===== src/cbm_pkg.sv =====
`timescale 1ns / 1ps

package cbm_pkg;

  // Item kinds
  typedef enum logic [1:0] {
    OP_WRITE = 2'd0,
    OP_TICK  = 2'd1,
    OP_PRG   = 2'd2,
    OP_CHR   = 2'd3
  } op_e;

  // One input item as held in the input register
  typedef struct packed {
    op_e         op;
    logic [15:0] address;
    logic [7:0]  write_data;
    logic [7:0]  cycles;
  } item_t;

  // One result item
  typedef struct packed {
    logic [7:0] bank;
    logic       irq;
    logic [1:0] mirroring;
  } result_t;

  // Number of 1K CHR bank slots
  localparam int CHR_SLOTS_DEF = 8;

  // Configuration register indexes
  localparam logic CFG_PRG_MASK = 1'b0;
  localparam logic CFG_CHR_MASK = 1'b1;

  // CPU write pages, top nibble of the address
  localparam logic [3:0] PAGE_PRG0 = 4'h8;
  localparam logic [3:0] PAGE_CTRL = 4'h9;
  localparam logic [3:0] PAGE_PRG1 = 4'hA;
  localparam logic [3:0] PAGE_CHR  = 4'hB;

  // Control registers in the 0x9000 page, low three address bits
  localparam logic [2:0] REG_PRG_MODE = 3'd0;
  localparam logic [2:0] REG_MIRROR   = 3'd1;
  localparam logic [2:0] REG_IRQ_EN   = 3'd3;
  localparam logic [2:0] REG_IRQ_LOAD = 3'd4;
  localparam logic [2:0] REG_LATCH_HI = 3'd5;
  localparam logic [2:0] REG_LATCH_LO = 3'd6;

  // Mirroring codes on the result
  localparam logic [1:0] MIR_VERTICAL   = 2'd0;
  localparam logic [1:0] MIR_HORIZONTAL = 2'd1;
  localparam logic [1:0] MIR_SINGLE_LO  = 2'd2;

  // Fixed PRG banks
  localparam logic [7:0] BANK_SECOND_LAST = 8'hFE;
  localparam logic [7:0] BANK_LAST        = 8'hFF;

endpackage


===== src/cbm_core.sv =====
`timescale 1ns / 1ps

module cbm_core #(
  parameter int CHR_SLOTS = cbm_pkg::CHR_SLOTS_DEF
) (
  input  logic            clk_i,
  input  logic            rst_ni,
  input  logic            en_i,
  input  cbm_pkg::item_t  item_i,
  input  logic [7:0]      prg_mask_i,
  input  logic [7:0]      chr_mask_i,
  output cbm_pkg::result_t res_o
);
  import cbm_pkg::*;

  localparam int ChrIdxW = $clog2(CHR_SLOTS);

  logic [7:0]  prg_banks_q [2];
  logic [7:0]  prg_banks_d [2];
  logic [7:0]  chr_banks_q [CHR_SLOTS];
  logic [7:0]  chr_banks_d [CHR_SLOTS];
  logic        swap_q, swap_d;
  logic [1:0]  mirror_q, mirror_d;
  logic        irq_en_q, irq_en_d;
  logic        irq_pend_q, irq_pend_d;
  logic [15:0] irq_cnt_q, irq_cnt_d;
  logic [15:0] irq_rld_q, irq_rld_d;
  logic [15:0] cnt_sub;
  logic [7:0]  raw_prg;
  logic [7:0]  bank;

  assign cnt_sub = irq_cnt_q - {8'd0, item_i.cycles};

  // Next state for the item being processed
  always_comb begin
    prg_banks_d = prg_banks_q;
    chr_banks_d = chr_banks_q;
    swap_d      = swap_q;
    mirror_d    = mirror_q;
    irq_en_d    = irq_en_q;
    irq_pend_d  = irq_pend_q;
    irq_cnt_d   = irq_cnt_q;
    irq_rld_d   = irq_rld_q;
    if (en_i) begin
      unique case (item_i.op)
        OP_WRITE: begin
          unique case (item_i.address[15:12])
            PAGE_PRG0, PAGE_PRG1: begin
              prg_banks_d[item_i.address[13]] = item_i.write_data;
            end
            PAGE_CTRL: begin
              unique case (item_i.address[2:0])
                REG_PRG_MODE: swap_d = item_i.write_data[7];
                REG_MIRROR:   mirror_d = item_i.write_data[7:6];
                REG_IRQ_EN: begin
                  irq_en_d   = item_i.write_data[7];
                  irq_pend_d = 1'b0;
                end
                REG_IRQ_LOAD: begin
                  irq_cnt_d  = irq_rld_q;
                  irq_pend_d = 1'b0;
                end
                REG_LATCH_HI: irq_rld_d[15:8] = item_i.write_data;
                REG_LATCH_LO: irq_rld_d[7:0] = item_i.write_data;
                default: ;
              endcase
            end
            PAGE_CHR: begin
              chr_banks_d[item_i.address[ChrIdxW-1:0]] = item_i.write_data;
            end
            default: ;
          endcase
        end
        OP_TICK: begin
          // Count down while enabled; fire at zero or below as signed.
          if (irq_en_q) begin
            irq_cnt_d = cnt_sub;
            if (cnt_sub == 16'd0 || cnt_sub[15]) begin
              irq_pend_d = 1'b1;
              irq_en_d   = 1'b0;
            end
          end
        end
        default: ;
      endcase
    end
  end

  // PRG slot layout
  always_comb begin
    unique case (item_i.address[14:13])
      2'd0:    raw_prg = swap_q ? BANK_SECOND_LAST : prg_banks_q[0];
      2'd1:    raw_prg = prg_banks_q[1];
      2'd2:    raw_prg = swap_q ? prg_banks_q[0] : BANK_SECOND_LAST;
      default: raw_prg = BANK_LAST;
    endcase
  end

  // Translated bank for the result
  always_comb begin
    bank = 8'd0;
    unique case (item_i.op)
      OP_PRG: begin
        if (item_i.address[15]) begin
          bank = raw_prg & prg_mask_i;
        end
      end
      OP_CHR: begin
        if (item_i.address[15:13] == 3'd0) begin
          bank = chr_banks_q[item_i.address[10 +: ChrIdxW]] & chr_mask_i;
        end
      end
      default: bank = 8'd0;
    endcase
  end

  // Result reports the state after the item
  always_comb begin
    res_o.bank = bank;
    res_o.irq  = irq_pend_d;
    unique case (mirror_d)
      2'b00:   res_o.mirroring = MIR_VERTICAL;
      2'b10:   res_o.mirroring = MIR_HORIZONTAL;
      default: res_o.mirroring = MIR_SINGLE_LO;
    endcase
  end

  // Mapper state
  always_ff @(posedge clk_i or negedge rst_ni) begin
    if (!rst_ni) begin
      prg_banks_q[0] <= 8'd0;
      prg_banks_q[1] <= 8'd1;
      for (int i = 0; i < CHR_SLOTS; i++) begin
        chr_banks_q[i] <= 8'(i);
      end
      swap_q     <= 1'b0;
      mirror_q   <= 2'd0;
      irq_en_q   <= 1'b0;
      irq_pend_q <= 1'b0;
      irq_cnt_q  <= 16'd0;
      irq_rld_q  <= 16'd0;
    end else begin
      prg_banks_q <= prg_banks_d;
      chr_banks_q <= chr_banks_d;
      swap_q      <= swap_d;
      mirror_q    <= mirror_d;
      irq_en_q    <= irq_en_d;
      irq_pend_q  <= irq_pend_d;
      irq_cnt_q   <= irq_cnt_d;
      irq_rld_q   <= irq_rld_d;
    end
  end

endmodule


===== src/cartridge_bank_mapper_with_irq.sv =====
`timescale 1ns / 1ps

// Channel | Direction | Handshake            | Payload
// in      | input     | in_valid_i/in_stall_o | op, address, write_data, cycles
// out     | output    | out_valid_o/out_stall_i | bank, irq, mirroring
// cfg     | input     | cfg_valid_i/cfg_ready_o | cfg_index_i, cfg_data_i
//
// One item is accepted every clock while in_stall_o is low; each item is registered in the
// input register and its result in the result register.
// Reset restores the bank registers and clears the IRQ logic; the masks read 0xFF.
// A stalled result holds; the input register keeps taking items while it is empty or the
// result register is free or being taken, so once both registers are full a stall on the
// result reaches the input in the same cycle.
module cartridge_bank_mapper_with_irq #(
  parameter int CHR_SLOTS = cbm_pkg::CHR_SLOTS_DEF
) (
  input  logic        clk_i,
  input  logic        rst_ni,
  input  logic        in_valid_i,
  output logic        in_stall_o,
  input  logic [1:0]  op_i,
  input  logic [15:0] address_i,
  input  logic [7:0]  write_data_i,
  input  logic [7:0]  cycles_i,
  output logic        out_valid_o,
  input  logic        out_stall_i,
  output logic [7:0]  bank_o,
  output logic        irq_o,
  output logic [1:0]  mirroring_o,
  input  logic        cfg_valid_i,
  output logic        cfg_ready_o,
  input  logic        cfg_index_i,
  input  logic [7:0]  cfg_data_i
);
  import cbm_pkg::*;

  logic       in_valid_q;
  item_t      item_q;
  logic       out_valid_q;
  result_t    res_q;
  result_t    res;
  logic [7:0] prg_mask_q;
  logic [7:0] chr_mask_q;
  logic       out_free;
  logic       advance;

  // The result register frees when empty or when its transfer completes.
  assign out_free   = !out_valid_q || !out_stall_i;
  assign advance    = in_valid_q && out_free;
  assign in_stall_o = in_valid_q && !out_free;
  assign cfg_ready_o = 1'b1;

  // Configuration masks
  always_ff @(posedge clk_i or negedge rst_ni) begin
    if (!rst_ni) begin
      prg_mask_q <= 8'hFF;
      chr_mask_q <= 8'hFF;
    end else if (cfg_valid_i) begin
      unique case (cfg_index_i)
        CFG_PRG_MASK: prg_mask_q <= cfg_data_i;
        CFG_CHR_MASK: chr_mask_q <= cfg_data_i;
        default: ;
      endcase
    end
  end

  // Valid flags of the two stages
  always_ff @(posedge clk_i or negedge rst_ni) begin
    if (!rst_ni) begin
      in_valid_q  <= 1'b0;
      out_valid_q <= 1'b0;
    end else begin
      if (!in_stall_o) begin
        in_valid_q <= in_valid_i;
      end
      if (out_free) begin
        out_valid_q <= in_valid_q;
      end
    end
  end

  // Payload registers
  always_ff @(posedge clk_i) begin
    if (!in_stall_o && in_valid_i) begin
      item_q.op         <= op_e'(op_i);
      item_q.address    <= address_i;
      item_q.write_data <= write_data_i;
      item_q.cycles     <= cycles_i;
    end
    if (advance) begin
      res_q <= res;
    end
  end

  cbm_core #(
    .CHR_SLOTS (CHR_SLOTS)
  ) u_core (
    .clk_i      (clk_i),
    .rst_ni     (rst_ni),
    .en_i       (advance),
    .item_i     (item_q),
    .prg_mask_i (prg_mask_q),
    .chr_mask_i (chr_mask_q),
    .res_o      (res)
  );

  assign out_valid_o = out_valid_q;
  assign bank_o      = res_q.bank;
  assign irq_o       = res_q.irq;
  assign mirroring_o = res_q.mirroring;

endmodule


===== config.mk =====
export PLATFORM = sky130hd
export DESIGN_NAME = cartridge_bank_mapper_with_irq
export DESIGN_NICKNAME = d
export VERILOG_FILES = /design/src/cbm_pkg.sv /design/src/cbm_core.sv /design/src/cartridge_bank_mapper_with_irq.sv
export SDC_FILE = /design/constraint.sdc
export NUM_CORES = 1
export LEC_CHECK = 0
export BUFFER_PORTS_ARGS = -buffer_cell sky130_fd_sc_hd__buf_4
export CORE_UTILIZATION = 45
export CTS_CLUSTER_DIAMETER = 120
export DETAILED_ROUTE_END_ITERATION = 10
export HOLD_SLACK_MARGIN = 0.06
export SLEW_MARGIN = 25
export SYNTH_ARGS = -nofsm -noshare
export SYNTH_HDL_FRONTEND = slang
export SYNTH_SLANG_ARGS = --single-unit

===== constraint.sdc =====
create_clock -name clk_i -period 5.5 [get_ports clk_i]
set_input_delay 0.55 -clock clk_i [delete_from_list [all_inputs] [get_ports clk_i]]
set_output_delay 0.55 -clock clk_i [all_outputs]
set_load 0.1 [all_outputs]

==> flow_metrics.tcl, run 1 <==
set metrics [dict create \
    status "finished, final reports clean" \
    setup_viol 0 \
    syn_to_final_growth_pct 15.9 \
    vias 4860 \
    drt_first_pass_iters 4 \
    final_max_slew_viol_count 0 \
    worstSkewPairLatency_ps 430 \
    finalCriticalPeriod_ps 3120 \
    die-area_sq_mm 0.0180 \
    ys_seq_area_share_pct 57.9 \
    clk_pin_slew_ps 70 \
    r2r_cells 7 \
    post_synth.cell_area_avg_sq_um 13.4 \
    syn_inst 588 \
    worstSetupPathType "reg2reg" \
    core_area_sq_mm 0.0168 \
    powerDensity_mw_per_mm2 371 \
    drt-total-wl_um 16600 \
    postRouteAntennaNets 0 \
    r2r_end "u_core.chr_banks_q[44]" \
    layout-drive-gt1-share_pct 39.4 \
    syn_nets 645 \
    skew_ps 6.93 \
    avgViaCountPerCell 5.60 \
    async_flop_share_pct 78.0 \
    yosys.area_share.simple_pct 7.93 \
    diodes 0 \
    io_buffers 53 \
    drc_errors 0 \
    rrSetupSlack_ps 2380 \
    synth_top_family_by_area "multiplexers" \
    placed_cell_area_sq_mm 0.00846 \
    track_usage_pct 20.0 \
    first_global_vias 4948 \
    grt_pass1_wl_um 26900 \
    placed_cells 836 \
    tightest_slew_ps 1000 \
    holdWs_ps 132 \
    slew_headroom_pct 33.1 \
    nets 692 \
    tritoncts "yes" \
    synthAdderAreaFrac_pct 1.53 \
    cts_buffer_depth 2 \
    cp.arrival_ps 3430 \
    start_kind "flip-flop" \
    required_ps 5810 \
    cts_made_buffers 17 \
    synth_area_sq_mm 0.00787 \
    hold_buffers 0 \
    fp.dieH_um 134 \
    final_cell_area_sq_mm 0.00912 \
    globalRouteOverflowTotal 0 \
    antenna_found_initial 0 \
    ys_types 56 \
    drt_iter0_drc 257 \
    hold_viol 0 \
    final.fill_count 1446 \
    peakVddDrop_uv 237 \
    dp_hpwl_um 11000 \
    crit_fanout 14 \
    end_kind "flip-flop" \
    cap_violations 0 \
    rsz0062_at_grt "false" \
    synth_seq_cells 173 \
    gp_congestion 0.789 \
    r2r-start "out_valid_o" \
    wl_per_cell_um 19.1 \
    min_path_type "in2async" \
    p_leak_nw 4.02 \
    synth_xor_area_share_pct 0.668 \
    cts_sinks 173 \
    chipWidth_um 134 \
    min_period_over_period_pct 56.7 \
    grt_max_degree 76 \
    max_freq_ghz 0.321 \
    cts_resized 0 \
    io_pins 62 \
    synth_edf_count 38 \
    yosys_warnings 0 \
    synth-compound-area-share_pct 7.52 \
    setup_tns_ps 0 \
    rows 47 \
    cts-root-buf "clkbuf_16" \
    cts_setup_buffers 0 \
    htree_levels 4 \
    muxShareOfSynthArea_pct 22.4 \
    start_util_pct 46.8 \
    synthFlopType "dfrtp_1" \
    post-route-util_pct 54.2 \
    stdcell_count 868 \
]
-- placed cells by master, fill, tap and decap left out, types with 5 or more instances in the layout --
| cell type | instances |
|---|---|
| a21oi_1 | 18 |
| buf_4 | 55 |
| clkbuf_16 | 21 |
| dfrtp_1 | 106 |
| dfstp_2 | 29 |
| edfxtp_1 | 38 |
| ha_1 | 8 |
| inv_1 | 13 |
| mux2_2 | 115 |
| mux2i_1 | 11 |
| mux4_2 | 16 |
| nand2_1 | 35 |
| nand2b_1 | 12 |
| nand3_1 | 8 |
| nor2_1 | 30 |
| nor2b_1 | 6 |
| nor3_1 | 8 |
| o21a_1 | 5 |
| o21ai_0 | 39 |
| o32ai_1 | 8 |
-- stage by stage --
stage / worst slack, ps / power [mW]
2_1_floorplan: 2630 / 1.93
3_3_place_gp: 2140 / 2.07
3_5_place_dp: 2080 / 2.09
4_1_cts: 2320 / 3.41
5_1_grt: 2120 / 3.53
6_report: 2380 / 3.39
-- cell usage after synthesis (3+ instances only) --
library cell,instances,area share (%)
mux2_2,115,16
nand2b_1,12,0.95
o32ai_1,8,0.89
xor2_1,4,0.44
inv_1,13,0.62
o21a_1,5,0.48
nand3_1,8,0.51
a21oi_1,18,1.1
nand2_1,35,1.7
a211oi_1,3,0.29
dfstp_2,29,9.7
and2_1,4,0.32
mux4_2,16,4.6
nor2_1,30,1.4
o21ai_0,39,2.5
nor2_2,4,0.32
nor3_1,8,0.51
mux2i_1,11,1.4
clkbuf_1,24,1.1
ha_1,8,1.3
dfrtp_1,106,34
nor2b_1,6,0.48
edfxtp_1,38,14
-- critical path, cell delays in order, from the launching register on --
cell      delay [ps]
dfrtp_1          400
nand2_1           80
and2_1           630
and2b_1          270
and2_1           170
nand4b_1         300
nor3b_2          730
mux2_2           410
-- registers in the layout, indices dropped and copies added (netlist names) --
| signal | flops |
|---|---|
| irq_o | 1 |
| prg_mask_q | 8 |
| bank_o | 8 |
| u_core.swap_q | 1 |
| u_core.irq_rld_q | 16 |
| chr_mask_q | 8 |
| u_core.irq_pend_q | 1 |
| u_core.irq_cnt_q | 16 |
| in_valid_q | 1 |
| item_q | 27 |
| u_core.irq_en_q | 1 |
| mirroring_o | 2 |
| u_core.prg_banks_q | 16 |
| u_core.mirror_q | 2 |
| u_core.chr_banks_q | 64 |
| out_valid_o | 1 |
-- logic make-up (layout without fill, tap and decap cells) --
logic type      count (synthesis)  count (layout)
flops                         173             173
mux                           142             142
simple gates                  124             124
compound gates                 92              92
buf+inv                        41             101
fa+ha+maj                       9               9
xor+xnor                        6               6
other cells                     1               1
-- cell type report --
cell class | count | area (sq um) | share of cell area (%)
clock buffer | 24 | 537 | 5.88
clock inverter | 8 | 123 | 1.34
inverter | 13 | 48.8 | 0.535
multi-input combinational | 374 | 3160 | 34.6
sequential | 173 | 4560 | 49.9
tap | 220 | 275 | 3.02
timing repair buffer | 56 | 424 | 4.65
-- per-layer routing --
layer	GRT usage, %	vias to the layer above	part of all wire [%]
met3	4.46	14	4.4
met5	0	-	0
met1	28.6	2482	49
li1	-	2247	-
met2	30.7	117	46
met4	5.62	0	0.99
-- where the power goes --
group | internal, mW | leakage, nW | switching, mW
clock network | 0.824 | 0.321 | 0.491
logic | 0.218 | 1.59 | 0.323
registers | 1.44 | 2.11 | 0.0900
total | 2.48 | 4.02 | 0.904
-- worst max path at each step --
| stage | from | to | slack, ps | cells past startpoint |
|---|---|---|---|---|
| after global routing | out_valid_o | u_core.chr_banks_q[45] | 2120 | 7 |
| after CTS | out_valid_o | u_core.chr_banks_q[44] | 2320 | 7 |
| after detailed placement | out_stall_i | u_core.chr_banks_q[44] | 2080 | 8 |
| after global placement | out_stall_i | u_core.chr_banks_q[43] | 2140 | 8 |
| final | out_valid_o | u_core.chr_banks_q[44] | 2380 | 7 |
| after floorplan | out_valid_o | u_core.chr_banks_q[40] | 2630 | 7 |
Note: power is estimated with default switching activity, not from simulation.
==> run 2, diff against run 1 <==
--- a/config.mk
+++ b/config.mk
@@ -10,6 +10,7 @@
 export CTS_CLUSTER_DIAMETER = 120
 export DETAILED_ROUTE_END_ITERATION = 10
 export HOLD_SLACK_MARGIN = 0.06
+export PLACE_DENSITY = 0.65
 export SLEW_MARGIN = 25
 export SYNTH_ARGS = -nofsm -noshare
 export SYNTH_HDL_FRONTEND = slang
==> constraint.sdc (replaced) <==
create_clock -name clk_i -period 2.7 [get_ports clk_i]
set_input_delay 0.27 -clock clk_i [delete_from_list [all_inputs] [get_ports clk_i]]
set_output_delay 0.27 -clock clk_i [all_outputs]
set_load 0.1 [all_outputs]
==> flow_metrics.tcl, run 2 (same netlist as run 1, synthesis figures left out) <==
set metrics [dict create \
    skew_ps 8.19 \
    start_kind "flip-flop" \
    path_delay_family "compound AO/OA/AOI/OAI gates" \
    min_period_over_period_pct 96.6 \
    drt-total-wl_um 16700 \
    syn_to_final_growth_pct 21.2 \
    p_leak_nw 4.21 \
    cts_sinks 173 \
    largest_register_ffs 64 \
    final.fill_count 1367 \
    worstSkewPairLatency_ps 430 \
    layout_commonest_cell "mux2_2" \
    first_global_vias 5217 \
    chipWidth_um 134 \
    worstSetupPathType "reg2reg" \
    status "finished, final reports clean" \
    powerDensity_mw_per_mm2 721 \
    reg_top3 "u_core.chr_banks_q (64), item_q (27)" \
    placed_cells 851 \
    holdWs_ps 79.0 \
    avgViaCountPerCell 5.55 \
    max_freq_ghz 0.383 \
    cp.arrival_ps 2770 \
    tritoncts "yes" \
    cts_buffer_depth 2 \
    rows 47 \
    antenna_found_initial 0 \
    end_kind "flip-flop" \
    grt_pass1_wl_um 27200 \
    finalPower_mw 6.88 \
    slew_headroom_pct 49.3 \
    finalCriticalPeriod_ps 2610 \
    final_cell_mix "mux2_2 (115), dfrtp_1 (105), buf_4 (70)" \
    layout-drive-gt1-share_pct 40.5 \
    cts_setup_buffers 0 \
    max_stage_delay_ps 360 \
    setup_viol 0 \
    io_buffers 53 \
    multiInputGateArea_sq_mm 0.00320 \
    io_pins 62 \
    track_usage_pct 20.1 \
    globalRouteOverflowTotal 0 \
    clk_pin_slew_ps 70 \
    dp_slack_ps 37.0 \
    post-route-util_pct 56.7 \
    worst_slack_ps 91.7 \
    cts-root-buf "clkbuf_16" \
    crit_path_cell_trace "inv_1 -> ha_1 -> fa_2 -> nand2b_4 -> a211oi_2 -> buf_4 -> o31a_1 -> and3_1 -> a311o_1 -> a41oi_2 -> o21ai_1" \
    path_buf_inv 2 \
    stdcell_count 912 \
    min_path_type "in2reg" \
    critPathSlowestCell "dfrtp_1" \
    nets 736 \
    vias 5064 \
    wl_per_cell_um 18.3 \
    cap_violations 0 \
    cts_made_buffers 17 \
    die-area_sq_mm 0.0180 \
    required_ps 2870 \
    crit_fanout 4 \
    postRouteAntennaNets 0 \
    seqCellArea_sq_mm 0.00456 \
    diodes 0 \
    core_area_sq_mm 0.0168 \
    drc_errors 0 \
    gp_congestion 0.875 \
    final_max_slew_viol_count 0 \
    start_util_pct 46.8 \
    peakVddDrop_uv 448 \
    tightest_slew_ps 760 \
    drt_first_pass_iters 5 \
    grt_max_degree 69 \
    htree_levels 4 \
    drt_iter0_drc 244 \
    largest-register "u_core.chr_banks_q" \
    dp_hpwl_um 11400 \
    hold_viol 0 \
    fp.dieH_um 134 \
]
==> run 2: cell count changes in the layout (fill, tap and decap cells not counted), sizes merged, moves of 4 or more <==
cell,before,now
dlygate4sd3,0,29
clkbuf,24,20
inv,14,19
buf,56,71
==> run 2: report_power, final <==
| group | leakage (nW) | internal [mW] | switching (mW) |
|---|---|---|---|
| registers | 2.11 | 2.94 | 0.176 |
| clock network | 0.311 | 1.50 | 1.05 |
| logic | 1.79 | 0.520 | 0.698 |
| total | 4.21 | 4.95 | 1.92 |
==> run 2: final cells by class <==
class	instances	area share (%)
timing repair buffer	100	8.76
clock inverter	12	1.52
multi-input combinational	374	33.5
tap	220	2.89
clock buffer	20	5.02
inverter	13	0.512
sequential	173	47.8
==> run 2: what timing repair did <==
| item | in CTS | in global routing |
|---|---|---|
| hold buffers | 29 | 0 |
| endpoints found under the setup margin | 0 | 3 |
| endpoints found under the hold margin | 50 | 0 |
| resized for setup | 0 | 9 |
==> run 2: per-stage QoR <==
step | area [sq um] | TNS (ps)
final | 9540 | 0
after CTS | 9500 | 0
after global placement | 8580 | 0
after floorplan | 7870 | 0
after detailed placement | 8580 | 0
after global routing | 9540 | -3.65
==> run 2: final timing paths <==
kind                                     start                     end  slack, ps  depth (start not counted)
setup / recovery           u_core.irq_cnt_q[0]                   irq_o         90                         11
hold / removal                   cfg_data_i[6]           chr_mask_q[6]         80                          2
setup reg to reg           u_core.irq_cnt_q[0]                   irq_o         90                         11
hold reg to reg            u_core.irq_cnt_q[2]     u_core.irq_cnt_q[2]        490                          2
max in group asynchronous               rst_ni  u_core.chr_banks_q[41]       1510                          3
min in group asynchronous               rst_ni      u_core.mirror_q[1]        390                          2
==> run 2: per-layer routing <==
metal	global-route usage [%]	vias to the layer above	wire length [um]
met2	32.1	119	7900
met5	0	-	0
met1	27.3	2581	7810
met4	6.68	0	234
li1	-	2345	-
met3	4.27	19	758
==> run 3, diff against run 2 <==
--- a/config.mk
+++ b/config.mk
@@ -6,6 +6,7 @@
 export NUM_CORES = 1
 export LEC_CHECK = 0
 export BUFFER_PORTS_ARGS = -buffer_cell sky130_fd_sc_hd__buf_4
+export CORE_MARGIN = 2
 export CORE_UTILIZATION = 45
 export CTS_CLUSTER_DIAMETER = 120
 export DETAILED_ROUTE_END_ITERATION = 10
==> flow_metrics.tcl, run 3 (same netlist as run 1, synthesis figures left out) <==
set metrics [dict create \
    grt_max_degree 54 \
    powerDensity_mw_per_mm2 706 \
    hold_viol 0 \
    fp.dieH_um 136 \
    largest-register "u_core.chr_banks_q" \
    worstSetupEndpoint "u_core.irq_en_q" \
    io_buffers 53 \
    core_area_sq_mm 0.0172 \
    r2r_cells 10 \
    drt-total-wl_um 16900 \
    nets 738 \
    cts_sinks 173 \
    layout-drive-gt1-share_pct 39.9 \
    rsz0062_at_grt "false" \
    end_kind "flip-flop" \
    avgViaCountPerCell 5.42 \
    drt_first_pass_iters 4 \
    cp_common_cell "a311o_1" \
    antenna_found_initial 0 \
    reg_top3 "u_core.chr_banks_q (64), item_q (27)" \
    worstSetupPathType "reg2reg" \
    critPathSlowestCell "edfxtp_1" \
    setup_viol 0 \
    globalRouteOverflowTotal 0 \
    gp_congestion 0.873 \
    placed_cell_area_sq_mm 0.00861 \
    layout_commonest_cell "mux2_2" \
    status "finished, final reports clean" \
    peakVddDrop_uv 426 \
    drc_errors 0 \
    track_usage_pct 19.5 \
    htree_levels 4 \
    chipWidth_um 136 \
    first_global_vias 5031 \
    r2r_end "u_core.irq_en_q" \
    min_path_type "in2reg" \
    max_stage_delay_ps 350 \
    dp_slack_ps 57.4 \
    largest_register_ffs 64 \
    worstSkewPairLatency_ps 430 \
    tightest_slew_ps 774 \
    postRouteAntennaNets 0 \
    cts_buffer_depth 2 \
    final_cell_area_sq_mm 0.00952 \
    syn_to_final_growth_pct 20.9 \
    use_met3_pct 4.40 \
    placed_cells 857 \
    rows 48 \
    dp_hpwl_um 11500 \
    wl_per_cell_um 18.4 \
    crit_path_cell_trace "inv_1 -> ha_4 -> a211o_1 -> a311o_1 -> o31a_1 -> buf_4 -> nor2_2 -> a311o_1 -> a41oi_2 -> a221o_1" \
    rrSetupSlack_ps 110 \
    start_kind "flip-flop" \
    met1_usage_pct 27.9 \
    stdcell_count 919 \
    grt_pass1_wl_um 27200 \
    holdPathStages 2 \
    r2r-start "item_q[4]" \
    grt_busiest_layer "met2" \
    io_pins 62 \
    cts-root-buf "clkbuf_16" \
    start_util_pct 45.8 \
    met2_usage_pct 30.1 \
    required_ps 3010 \
    crit_fanout 6 \
    skew_ps 9.17 \
    vias 4977 \
    setup_tns_ps 0 \
    max_freq_ghz 0.386 \
    min_period_over_period_pct 96.0 \
    final_cell_mix "mux2_2 (115), dfrtp_1 (105), buf_4 (71)" \
    p_leak_nw 4.18 \
    startpoint "item_q[4]" \
    cap_violations 0 \
    die-area_sq_mm 0.0186 \
    cts_made_buffers 17 \
    final_max_slew_viol_count 0 \
    tritoncts "yes" \
    worst_slack_ps 107 \
    diodes 0 \
    slew_headroom_pct 48.3 \
    cp.arrival_ps 2900 \
    clk_pin_slew_ps 60 \
    finalCriticalPeriod_ps 2590 \
    drt_iter0_drc 376 \
]
-- run 3: worst min path at each step --
stage | to | from
6_report | chr_mask_q[0] | cfg_data_i[0]
5_1_grt | chr_mask_q[0] | cfg_data_i[0]
4_1_cts | chr_mask_q[0] | cfg_data_i[0]
3_5_place_dp | u_core.prg_banks_q[11] | rst_ni
3_3_place_gp | u_core.prg_banks_q[6] | rst_ni
2_1_floorplan | in_valid_q | rst_ni
-- run 3: layer usage --
metal / up-vias / share of wire (%)
met2: 103 / 47
met3: 9 / 4.8
met1: 2524 / 47
met4: 0 / 0.84
met5: - / 0
li1: 2341 / -
-- run 3: area by class of cell --
type | instances | area [sq um]
Fill cell | 1428 | 7660
Sequential cell | 173 | 4560
Multi-Input combinational cell | 374 | 3200
Timing Repair Buffer | 102 | 863
Clock buffer | 23 | 458
Tap cell | 225 | 282
Clock inverter | 9 | 113
Inverter | 13 | 48.8
-- run 3: per-stage QoR --
step | hold slack (ps) | power (mW) | utilization, %
final | 85.7 | 6.72 | 55.4
after global placement | 346 | 4.25 | 50.1
after floorplan | -25.6 | 3.92 | -
after global routing | 66.5 | 7.05 | 55.4
after detailed placement | 358 | 4.30 | 50.1
after CTS | 68.1 | 6.73 | 55.1
-- run 3: critical path: cells and delay by family (launching register included) --
kind	cells	cell delay [ps]
compound gates	6	1510
fa+ha+maj	1	230
buf+inv	2	270
flops	1	350
simple gates	1	100
-- run 3: what timing repair did --
action                                 4_1_cts  5_1_grt
hold buffers                                29        0
setup endpoints to repair                    0        4
gates resized for setup                      0        9
setup buffers                                0        1
endpoints found under the hold margin       62        0
-- run 3: power by group --
| group | switching [mW] | total, mW | leakage [nW] | internal [mW] |
|---|---|---|---|---|
| Sequential | 0.174 | 3.11 | 2.11 | 2.94 |
| Combinational | 0.704 | 1.23 | 1.80 | 0.527 |
| Clock | 0.985 | 2.38 | 0.273 | 1.39 |
